<file path="config.mk">
export PLATFORM = sky130hd
export DESIGN_NAME = first_fit_block_allocator
export DESIGN_NICKNAME = d
export VERILOG_FILES = /design/src/hw/rtl/ffba_pkg.sv /design/src/hw/rtl/ffba_csr.sv /design/src/hw/rtl/ffba_cell.sv /design/src/hw/rtl/first_fit_block_allocator.sv
export SDC_FILE = /design/constraint.sdc
export NUM_CORES = 2
export LEC_CHECK = 0
export BUFFER_PORTS_ARGS = -buffer_cell sky130_fd_sc_hd__buf_2
export CORE_ASPECT_RATIO = 0.7
export CORE_MARGIN = 3
export CORE_UTILIZATION = 48
export CTS_BUF_LIST = sky130_fd_sc_hd__clkbuf_4
export DETAILED_ROUTE_END_ITERATION = 10
export GPL_TIMING_DRIVEN = 0
export SYNTH_ARGS = -nofsm -noshare
export SYNTH_HDL_FRONTEND = slang
export SYNTH_SLANG_ARGS = --single-unit
</file>
<file path="constraint.sdc">
create_clock -name clock -period 8.8 [get_ports clock]
set_input_delay 0.44 -clock clock [delete_from_list [all_inputs] [get_ports clock]]
set_output_delay 0.44 -clock clock [all_outputs]
set_load 0.05 [all_outputs]
</file>
<file path="src/hw/rtl/ffba_pkg.sv">
`default_nettype none
// ----------------------------------------------------------------------------
// ffba_pkg: shared types and constants of the first-fit block allocator
// Port widths, operation codes, register map, FSM states and the control and
// result records that travel along the row of capacity cells.
// ----------------------------------------------------------------------------
package ffba_pkg;

   localparam int IDX_W       = 4;
   localparam int SIZE_PORT_W = 16;
   localparam int CNT_W       = 5;
   localparam int APB_ADDR_W  = 3;
   localparam int APB_DATA_W  = 32;

   localparam logic OP_LOAD  = 1'b0;
   localparam logic OP_ALLOC = 1'b1;

   // Word index of each register (byte address bit 2).
   localparam logic REG_BLOCK_COUNT = 1'b0;

   localparam logic [CNT_W-1:0] BLOCK_COUNT_RESET = 5'd16;

   typedef enum logic [1:0] {
      ST_IDLE,
      ST_COMPARE,
      ST_PICK
   } ffba_state_type;

   typedef struct packed {
      logic             load;
      logic             compare;
      logic             commit;
      logic [IDX_W-1:0] load_index;
   } ffba_cell_ctl_type;

   typedef struct packed {
      logic                   granted;
      logic [IDX_W-1:0]       chosen_block;
      logic [SIZE_PORT_W-1:0] leftover;
   } ffba_result_type;

endpackage
`default_nettype wire

</file>
<file path="src/hw/rtl/ffba_csr.sv">
`default_nettype none
// ----------------------------------------------------------------------------
// ffba_csr: configuration register block
// Holds the block count register behind a simple APB slave with no wait
// states.
// ----------------------------------------------------------------------------
module ffba_csr (
   input  wire logic                            clock,
   input  wire logic                            reset,
   input  wire logic                            psel,
   input  wire logic                            penable,
   input  wire logic                            pwrite,
   input  wire logic [ffba_pkg::APB_ADDR_W-1:0] paddr,
   input  wire logic [ffba_pkg::APB_DATA_W-1:0] pwdata,
   output logic      [ffba_pkg::APB_DATA_W-1:0] prdata,
   output logic                                 pready,
   output logic      [ffba_pkg::CNT_W-1:0]      block_count
);
   import ffba_pkg::*;

   logic [CNT_W-1:0] block_count_ff;
   logic [CNT_W-1:0] block_count_in;
   logic             reg_sel;

   assign reg_sel = (paddr[2] == REG_BLOCK_COUNT);

   always_comb begin
      block_count_in = block_count_ff;
      if (psel && penable && pwrite && reg_sel) begin
         block_count_in = pwdata[CNT_W-1:0];
      end
   end

   always_ff @(posedge clock) begin
      if (reset) begin
         block_count_ff <= BLOCK_COUNT_RESET;
      end else begin
         block_count_ff <= block_count_in;
      end
   end

   assign prdata      = reg_sel ? {{(APB_DATA_W-CNT_W){1'b0}}, block_count_ff}
                                : '0;
   assign pready      = 1'b1;
   assign block_count = block_count_ff;

endmodule
`default_nettype wire

</file>
<file path="src/hw/rtl/ffba_cell.sv">
`default_nettype none
// ----------------------------------------------------------------------------
// ffba_cell: one capacity cell of the allocator row
// Keeps the remaining capacity of one memory block, compares it against the
// request size and takes part in the first-fit claim chain with its
// neighbors.
// ----------------------------------------------------------------------------
module ffba_cell #(
   parameter int CELL_IDX   = 0,
   parameter int SIZE_WIDTH = 16
) (
   input  wire logic                          clock,
   input  wire logic                          reset,
   input  wire ffba_pkg::ffba_cell_ctl_type   ctl,
   input  wire logic [SIZE_WIDTH-1:0]         size,
   input  wire logic [ffba_pkg::CNT_W-1:0]    block_count,
   input  wire logic                          claim_in,
   output logic                               claim_out,
   input  wire ffba_pkg::ffba_result_type     res_in,
   output ffba_pkg::ffba_result_type          res_out
);
   import ffba_pkg::*;

   localparam logic             LOADABLE = (CELL_IDX < (2 ** IDX_W));
   localparam logic [IDX_W-1:0] MY_IDX   = IDX_W'(CELL_IDX % (2 ** IDX_W));

   logic [SIZE_WIDTH-1:0] cap_ff;
   logic [SIZE_WIDTH-1:0] cap_in;
   logic [SIZE_WIDTH-1:0] diff_ff;
   logic [SIZE_WIDTH-1:0] diff_in;
   logic                  fit_ff;
   logic                  fit_in;
   logic                  enable;
   logic                  sel;
   logic [31:0]           diff_wide;

   assign enable = ({{(32-CNT_W){1'b0}}, block_count} > 32'(CELL_IDX));

   // This cell wins when it fits and no lower-numbered cell has claimed.
   assign sel       = fit_ff && !claim_in;
   assign claim_out = claim_in || fit_ff;
   assign diff_wide = 32'(diff_ff);

   always_comb begin
      cap_in  = cap_ff;
      fit_in  = fit_ff;
      diff_in = diff_ff;
      if (ctl.load && LOADABLE && (ctl.load_index == MY_IDX)) begin
         cap_in = size;
      end
      if (ctl.compare) begin
         fit_in  = enable && (cap_ff >= size);
         diff_in = cap_ff - size;
      end
      if (ctl.commit && sel) begin
         cap_in = diff_ff;
      end
   end

   always_comb begin
      res_out = res_in;
      if (sel) begin
         res_out.granted      = 1'b1;
         res_out.chosen_block = MY_IDX;
         res_out.leftover     = diff_wide[SIZE_PORT_W-1:0];
      end
   end

   always_ff @(posedge clock) begin
      if (reset) begin
         cap_ff <= '0;
         fit_ff <= 1'b0;
      end else begin
         cap_ff <= cap_in;
         fit_ff <= fit_in;
      end
   end

   always_ff @(posedge clock) begin
      diff_ff <= diff_in;
   end

endmodule
`default_nettype wire

</file>
<file path="src/hw/rtl/first_fit_block_allocator.sv">
`default_nettype none
// ----------------------------------------------------------------------------
// first_fit_block_allocator: first-fit allocator over a row of capacity cells
// Loads block capacities and grants requests to the first block that fits.
// ----------------------------------------------------------------------------
// A load transaction leaves busy low; the capacity is registered and in place
// for the next transaction. A request transaction keeps busy high through the
// COMPARE and PICK states: in COMPARE every cell compares its capacity with the
// size in parallel, in PICK the claim chain ripples down the cell row, the
// winning cell is charged and the result is registered. The result appears
// with rsp_valid for one cycle right after busy falls; a new transaction may
// start in the cycle the result is shown. The receiver cannot stall:
// rsp_valid is a one-cycle strobe and must be taken when it appears.
// ----------------------------------------------------------------------------
module first_fit_block_allocator #(
   parameter int MAX_BLOCKS = 16,
   parameter int SIZE_WIDTH = 16
) (
   input  wire logic                              clock,
   input  wire logic                              reset,
   input  wire logic                              start,
   output logic                                   busy,
   input  wire logic                              req_op,
   input  wire logic [ffba_pkg::IDX_W-1:0]        req_block_index,
   input  wire logic [ffba_pkg::SIZE_PORT_W-1:0]  req_size,
   output logic                                   rsp_valid,
   output logic                                   rsp_granted,
   output logic      [ffba_pkg::IDX_W-1:0]        rsp_chosen_block,
   output logic      [ffba_pkg::SIZE_PORT_W-1:0]  rsp_leftover,
   input  wire logic                              psel,
   input  wire logic                              penable,
   input  wire logic                              pwrite,
   input  wire logic [ffba_pkg::APB_ADDR_W-1:0]   paddr,
   input  wire logic [ffba_pkg::APB_DATA_W-1:0]   pwdata,
   output logic      [ffba_pkg::APB_DATA_W-1:0]   prdata,
   output logic                                   pready
);
   import ffba_pkg::*;

   ffba_state_type        state_ff;
   ffba_state_type        state_in;
   logic [SIZE_WIDTH-1:0] size_ff;
   logic [SIZE_WIDTH-1:0] size_in;
   logic [SIZE_WIDTH-1:0] cell_size;
   logic [31:0]           req_size_wide;
   logic                  accept;
   logic [CNT_W-1:0]      block_count;
   ffba_cell_ctl_type     ctl;
   logic                  claim [MAX_BLOCKS+1];
   ffba_result_type       res   [MAX_BLOCKS+1];
   logic                  rsp_valid_ff;
   logic                  rsp_valid_in;
   ffba_result_type       rsp_ff;
   ffba_result_type       rsp_in;

   ffba_csr u_csr (
      .clock       (clock),
      .reset       (reset),
      .psel        (psel),
      .penable     (penable),
      .pwrite      (pwrite),
      .paddr       (paddr),
      .pwdata      (pwdata),
      .prdata      (prdata),
      .pready      (pready),
      .block_count (block_count)
   );

   assign accept        = start && (state_ff == ST_IDLE);
   assign busy          = (state_ff != ST_IDLE);
   assign req_size_wide = 32'(req_size);

   always_comb begin
      state_in     = state_ff;
      size_in      = size_ff;
      rsp_valid_in = 1'b0;
      rsp_in       = rsp_ff;
      unique case (state_ff)
         ST_IDLE: begin
            if (accept && (req_op == OP_ALLOC)) begin
               size_in  = req_size_wide[SIZE_WIDTH-1:0];
               state_in = ST_COMPARE;
            end
         end
         ST_COMPARE: begin
            state_in = ST_PICK;
         end
         ST_PICK: begin
            rsp_valid_in = 1'b1;
            rsp_in       = res[MAX_BLOCKS];
            state_in     = ST_IDLE;
         end
         default: begin
            state_in = ST_IDLE;
         end
      endcase
   end

   always_ff @(posedge clock) begin
      if (reset) begin
         state_ff     <= ST_IDLE;
         rsp_valid_ff <= 1'b0;
      end else begin
         state_ff     <= state_in;
         rsp_valid_ff <= rsp_valid_in;
      end
   end

   always_ff @(posedge clock) begin
      size_ff <= size_in;
      rsp_ff  <= rsp_in;
   end

   // Loads take the size straight from the port; requests use the captured copy.
   assign cell_size      = (state_ff == ST_IDLE) ? req_size_wide[SIZE_WIDTH-1:0] : size_ff;
   assign ctl.load       = accept && (req_op == OP_LOAD);
   assign ctl.compare    = (state_ff == ST_COMPARE);
   assign ctl.commit     = (state_ff == ST_PICK);
   assign ctl.load_index = req_block_index;

   assign claim[0] = 1'b0;
   assign res[0]   = '0;

   for (genvar i = 0; i < MAX_BLOCKS; i++) begin : g_cell
      ffba_cell #(
         .CELL_IDX   (i),
         .SIZE_WIDTH (SIZE_WIDTH)
      ) u_cell (
         .clock       (clock),
         .reset       (reset),
         .ctl         (ctl),
         .size        (cell_size),
         .block_count (block_count),
         .claim_in    (claim[i]),
         .claim_out   (claim[i+1]),
         .res_in      (res[i]),
         .res_out     (res[i+1])
      );
   end

   assign rsp_valid        = rsp_valid_ff;
   assign rsp_granted      = rsp_ff.granted;
   assign rsp_chosen_block = rsp_ff.chosen_block;
   assign rsp_leftover     = rsp_ff.leftover;

endmodule
`default_nettype wire
</file>
* Word-level counts from Yosys, hierarchy flattened
Cells that the tools add are included.
** Storage, ports and cells
- Input port bits :: 62
- Logic and storage cells :: 301
- Memories kept :: 0
- Bits in registers :: 573
- Bits in writable memories :: 0
- Output and inout port bits :: 56
- Bits in latches :: 0
- Memory bits (read-only) :: 0
** Cells by class
- Eq/ne operators :: 18
- Muxes and demuxes :: 53
- Add/sub/neg operators :: 16
- $lt $le $gt $ge :: 32
- Shift operators :: 0
- Divide/modulo/power cells :: 0
- Multipliers :: 0
- Bitwise gates (word level) :: 2
- Reductions and logical operators :: 122
** Operator list (count)
- 16-bit two-way mux :: 34
- 16-bit >= comparator :: 16
- 16-bit subtractor :: 16
- 20-bit two-way mux :: 7
- 19-bit two-way mux :: 4
- 1-bit logical AND :: 69
- 5-bit by 4-bit > comparator with 1-bit output, second input constant :: 8
- 18-bit two-way mux :: 2
- 2-bit nonzero test :: 17
- 4-bit equality test, second input constant :: 8
- 21-bit two-way mux :: 1
- 5-bit by 3-bit > comparator with 1-bit output, second input constant :: 4
- 17-bit two-way mux :: 1
- 4-bit by 3-bit equality test with 1-bit output, second input constant :: 4
- 1-bit zero test :: 15
- 15-bit OR reduction :: 1
- 1-bit logical OR :: 14
- 5-bit by 1-bit > comparator with 1-bit output, second input constant :: 2
- 5-bit by 2-bit > comparator with 1-bit output, second input constant :: 2
- 4-bit by 2-bit equality test with 1-bit output, second input constant :: 2
- 8-bit OR reduction :: 1
- 5-bit two-way mux :: 1
- 4-bit by 1-bit equality test with 1-bit output, second input constant :: 1
- 4-bit zero test :: 1
- other kinds (11) :: 12

* Longest topological paths before layout
- Depth after elaboration :: 18
- Depth in mapped cells :: 13
- Gate-level depth less buffers :: 12

* Cells and area by module
A second synthesis with hierarchy kept.
** Unflattened totals
- Cells, all modules :: 4343
- Area total of the unflattened synthesis :: 40608.9 sq um
** Modules (own cells, without submodules)
- ffba_cell (g_cell[10].u_cell) :: instances 1, sequential area each 820.8 sq um, cells an instance 264, area an instance 2506.2 sq um
- ffba_cell (g_cell[9].u_cell) :: instances 1, sequential area each 820.8 sq um, cells an instance 271, area an instance 2461.1 sq um
- ffba_cell (g_cell[0].u_cell) :: instances 1, sequential area each 820.8 sq um, cells an instance 264, area an instance 2457.4 sq um
- ffba_cell (g_cell[6].u_cell) :: instances 1, sequential area each 820.8 sq um, cells an instance 258, area an instance 2448.6 sq um
- ffba_cell (g_cell[12].u_cell) :: instances 1, sequential area each 820.8 sq um, cells an instance 261, area an instance 2439.8 sq um
- ffba_cell (g_cell[14].u_cell) :: instances 1, sequential area each 820.8 sq um, cells an instance 260, area an instance 2433.6 sq um
- ffba_cell (g_cell[13].u_cell) :: instances 1, sequential area each 820.8 sq um, cells an instance 260, area an instance 2431.1 sq um
- ffba_cell (g_cell[11].u_cell) :: instances 1, sequential area each 820.8 sq um, cells an instance 277, area an instance 2414.8 sq um
- ffba_cell (g_cell[15].u_cell) :: instances 1, sequential area each 820.8 sq um, cells an instance 276, area an instance 2409.8 sq um
- ffba_cell (g_cell[3].u_cell) :: instances 1, sequential area each 820.8 sq um, cells an instance 281, area an instance 2403.6 sq um
- ffba_cell (g_cell[4].u_cell) :: instances 1, sequential area each 820.8 sq um, cells an instance 261, area an instance 2397.3 sq um
- ffba_cell (g_cell[8].u_cell) :: instances 1, sequential area each 820.8 sq um, cells an instance 259, area an instance 2386.0 sq um
- ffba_cell (g_cell[5].u_cell) :: instances 1, sequential area each 820.8 sq um, cells an instance 255, area an instance 2384.8 sq um
- ffba_cell (g_cell[2].u_cell) :: instances 1, sequential area each 820.8 sq um, cells an instance 258, area an instance 2374.8 sq um
- +4 rows

* Worst setup path before layout
No wires, ideal clock.
- Path type :: register to register
- From :: reg state_ff[1]
- To :: reg g_cell[7].u_cell.fit_ff
- Stages on the path, launching flop included :: 8
- Data arrival time :: 7.946 ns
- Library setup time :: 0.097 ns
- Clock period less this slack :: 8.043 ns
- Data required time :: 8.703 ns
- Buffers on the path :: 2
- Setup slack :: 0.757 ns
- Cell sequence :: dfxtp_1 -> nand2b_1 -> clkbuf_1 -> clkinv_1 -> nor2_1 -> clkbuf_1 -> a2111oi_0 -> a211oi_1
** Between the ends
- Cells in the longest elaborated chain, start to end :: 4
- Elaborated cells on any way between the ends :: 5
- Those cells by class :: order compare: 1; eq/ne: 1; mux: 1; reduce/logical: 2
** Ends and longest elaborated chain
- from (decl) :: RTL line first_fit_block_allocator.sv:40 : ffba_state_type state_ff;
- from (signal assigned) :: RTL line first_fit_block_allocator.sv:104 : state_ff <= state_in;
- 2-bit zero test :: RTL line first_fit_block_allocator.sv:115 : assign cell_size = (state_ff == ST_IDLE) ? req_size_wide[SIZE_WIDTH-1:0] : size_ff;
- 16-bit two-way mux :: RTL line first_fit_block_allocator.sv:115
- 16-bit >= comparator :: RTL line ffba_cell.sv:52 : fit_in = enable && (cap_ff >= size);
- 1-bit logical AND :: RTL line ffba_cell.sv:52
- to (signal assigned) :: RTL line ffba_cell.sv:75 : fit_ff <= fit_in;
- to (decl) :: RTL line ffba_cell.sv:31 : logic fit_ff;
Parallel ways exist; a longest one is shown, timed or not.
A chain may end at the register's enable or synchronous reset.

* Worst setup path in the final report
- From :: reg state_ff[1]
- To :: reg g_cell[7].u_cell.diff_ff[14] (data pin)
** Between the ends
- Cells in the longest elaborated chain, start to end :: 3
** Ends and longest elaborated chain
- 2-bit zero test :: RTL line first_fit_block_allocator.sv:115
- 16-bit two-way mux :: RTL line first_fit_block_allocator.sv:115
- 16-bit subtractor :: RTL line ffba_cell.sv:53 : diff_in = cap_ff - size;
- to (signal assigned) :: RTL line ffba_cell.sv:80 : diff_ff <= diff_in;
- to (decl) :: RTL line ffba_cell.sv:29 : logic [SIZE_WIDTH-1:0] diff_ff;
Every way passes these cells.

==> impl_metrics.csv <==
group,metric,value,unit
detailed_routing,vias_per_cell,6.32,
final_layout,instances_no_fill,5133,
setup_path,critPathRequiredTime,9.59,ns
yosys,ys.flop_type,"edfxtp_1",
min_path,min_path_type,"in2reg",
floorplan,dieArea,75200,um^2
place,place_congestion,1.02,
floorplan,die_h,230,um
timing,max_slew.worst_pin.slew,1.39,ns
detailed_routing,wl_per_cell,26.9,um
floorplan,die_x,327,um
setup_path,arrival,6.81,ns
clocking,cts_tree,"yes",
final_layout,area_growth,12.2,%
final_layout,fin_nets,4373,
yosys,syn-mean-instance-area,9.16,um^2
global_routing,antenna_found_initial,10,
setup_path,crit_fanout,24,
yosys,syn_area,34500,um^2
clocking,cts_resized,0,
detailed_routing,drtAntennaViolNets,0,
clocking,worstSkewPairLatency,1.08,ns
timing,hold_violations,0,
clocking,htreeDepth,4,
clocking,cts_buffer_depth,3,
detailed_routing,vias,32400,
yosys,synth_seq_cells,573,
floorplan,io_pins,118,
pwr,p_per_area,167,nW/um^2
timing,drv_slew,0,
pwr,ir_worst_vdd,0.106,mV
min_path,hold_depth,2,
outcome,outcome,"completed",
yosys,synth_edf_count,293,
setup_path,reg2reg_depth,10,
timing,fmax,166,MHz
final_layout,drive_gt1_share,11.1,%
clocking,cts_root_buffer,"clkbuf_4",
place,pre_cts_ws,3.02,ns
clocking,clkTransAtPathRegs,0.07,ns
detailed_routing,drc,0,
clocking,cts_buffers,152,
run,maxCapViolCount,0,
timing,final.period_utilization,68.4,%
floorplan,fp-row-count,81,
place,port_buffers,59,
yosys,ys_seq_area_share,41.7,%
global_routing,busiest_layer,"met1",
yosys,async_flop_share,0,%
setup_path,cp-end-kind,"flop",
timing,finalSetupViolCount,0,
timing,finClkSkew,0.0890,ns
detailed_routing,routed_wl,138,mm
clocking,hold_buffers,21,
pwr,finalPower,6470,uW
floorplan,core,70500,um^2
place,place_inst,4817,
yosys,syn-instance-count,3769,
place,dp_hpwl,99.2,mm
pwr,leakagePower,0.0150,uW
global_routing,met3_usage,12.2,%
global_routing,grt_pass1_vias,29100,
detailed_routing,first_pass_iters,9,
global_routing,grt_pass1_wl,199,mm
clocking,post-cts-setup-buffer-count,0,
setup_path,worst-setup-path-type,"reg2reg",
timing,relSlewSlack,7.12,%
clocking,cts.sinks,573,
setup_path,startpoint_type,"flop",
global_routing,grt_max_degree,78,
final_layout,final_core_util,54.9,%
global_routing,grt-ovfl-total,0,
timing,fin_ws,2.79,ns
global_routing,grt.met1_usage,54.3,%
yosys,synth_cell_types,84,
timing,period_needed,6.02,ns
floorplan,start_util,49.0,%
global_routing,grt_use_total,35.9,%
setup_path,r2r_setup_slack,2.79,ns
yosys,yosysWarningCount,0,
global_routing,use_met2,46.7,%
detailed_routing,drt_iter0_markers,4725,
timing,rsz0062_at_grt,"no",
## Yosys cell counts (62+ instances only)
master,n,area (um^2)
clkbuf_1,120,450
a211oi_1,133,998
xnor2_1,136,1190
a21oi_1,442,2210
a21o_1,62,465
nor2_1,409,1540
a22oi_1,140,1050
nand3_1,68,340
nand2_1,326,1220
ha_1,256,3200
edfxtp_1,293,8800
o21ai_0,120,601
dfxtp_1,280,5610
inv_1,144,541
## metrics by stage
step / cell area, um^2 / hold slack (ns) / TNS [ns]
after global routing: 38700 / 0.0689 / 0
after global placement: 36100 / 0.446 / -1397.57
after floorplan: 34600 / 0.436 / 0
final: 38700 / 0.107 / 0
after detailed placement: 36400 / 0.447 / 0
after CTS: 38700 / 0.0171 / 0
## placed cells by master, fill, tap and decap left out, types with 14 or more instances in the layout
cell type and n:
nor2b_1 59, edfxtp_1 293, inv_1 144, dfxtp_1 280, nand2b_1 30, a22oi_1 140, clkbuf_1 115, o31ai_1 16
and3_1 45, xnor2_1 136, o22ai_1 19, o221ai_1 14, a21boi_0 27, nand2_1 326, nand4_1 21, nor4_1 22
a211oi_1 133, fa_1 16, o211ai_1 51, dlygate4sd3_1 21, a31oi_1 29, a21o_1 62, clkbuf_4 234, buf_4 34
ha_1 256, xor2_1 37, nand3_1 68, a21oi_1 442, buf_2 87, nor3_1 58, a222oi_1 16, nor2_1 409
o21bai_1 17, clkinv_1 32, a221oi_1 33, conb_1 28, o21a_1 53, o21ai_0 120, mux2_2 14
## per-layer routing
metal	vias to the layer above	wire length (um)
li1	14600	-
met1	15500	61500
met2	2000	52100
met3	280	19700
met4	2	4680
met5	-	17
## registers in the layout (all words and copies together), names as in the netlist
signal	count
rsp_granted	1
g_cell.u_cell.diff_ff	256
rsp_chosen_block	4
rsp_leftover	16
rsp_valid	1
size_ff	16
state_ff	2
g_cell.u_cell.cap_ff	256
u_csr.block_count	5
g_cell.u_cell.fit_ff	16
## report_power, final
group          internal [uW]  switching, uW
Combinational            290            605
Clock                   1340           1280
Sequential              2900           62.1
Total                   4530           1940
## final cells by class
class | count | area (um^2)
diodes | 11 | 27.5
plain buffers | 185 | 863
clock buffers | 234 | 1760
clock inverters | 49 | 332
fillers | 6653 | 31800
inverters | 157 | 606
multi-input cells | 2880 | 18800
flip-flops and latches | 573 | 14400
well taps | 954 | 1190
repair buffers | 90 | 753
## critical path, cell delays in order, from the launching register on
cell	delay [ns]
dfxtp_1	0.41
nor2_1	0.78
buf_2	0.40
mux2_2	0.58
clkinv_2	0.88
ha_1	0.72
a21o_1	0.24
o41ai_1	0.85
o221ai_1	0.32
a31oi_1	0.41
xnor2_1	0.10
## final timing paths
kind	to	startpoint
worst min register to register	g_cell[8].u_cell.cap_ff[0]	g_cell[8].u_cell.cap_ff[0]
worst max-delay path	g_cell[7].u_cell.diff_ff[14]	state_ff[1]
worst min-delay path	size_ff[15]	req_size[15]
worst max register to register	g_cell[7].u_cell.diff_ff[14]	state_ff[1]
## cells by family (layout without fill, tap and decap cells)
group,Yosys count,after routing,share of synthesized area (%)
other cells,2,39,0.0217
xor+xnor,173,173,4.39
mux,26,26,0.804
simple gates,1134,1134,15.3
flops,573,573,41.7
fa+ha+maj,272,272,10.2
compound gates,1247,1247,23.4
buf+inv,342,715,4.19
Power figures use the tool's default switching activity.
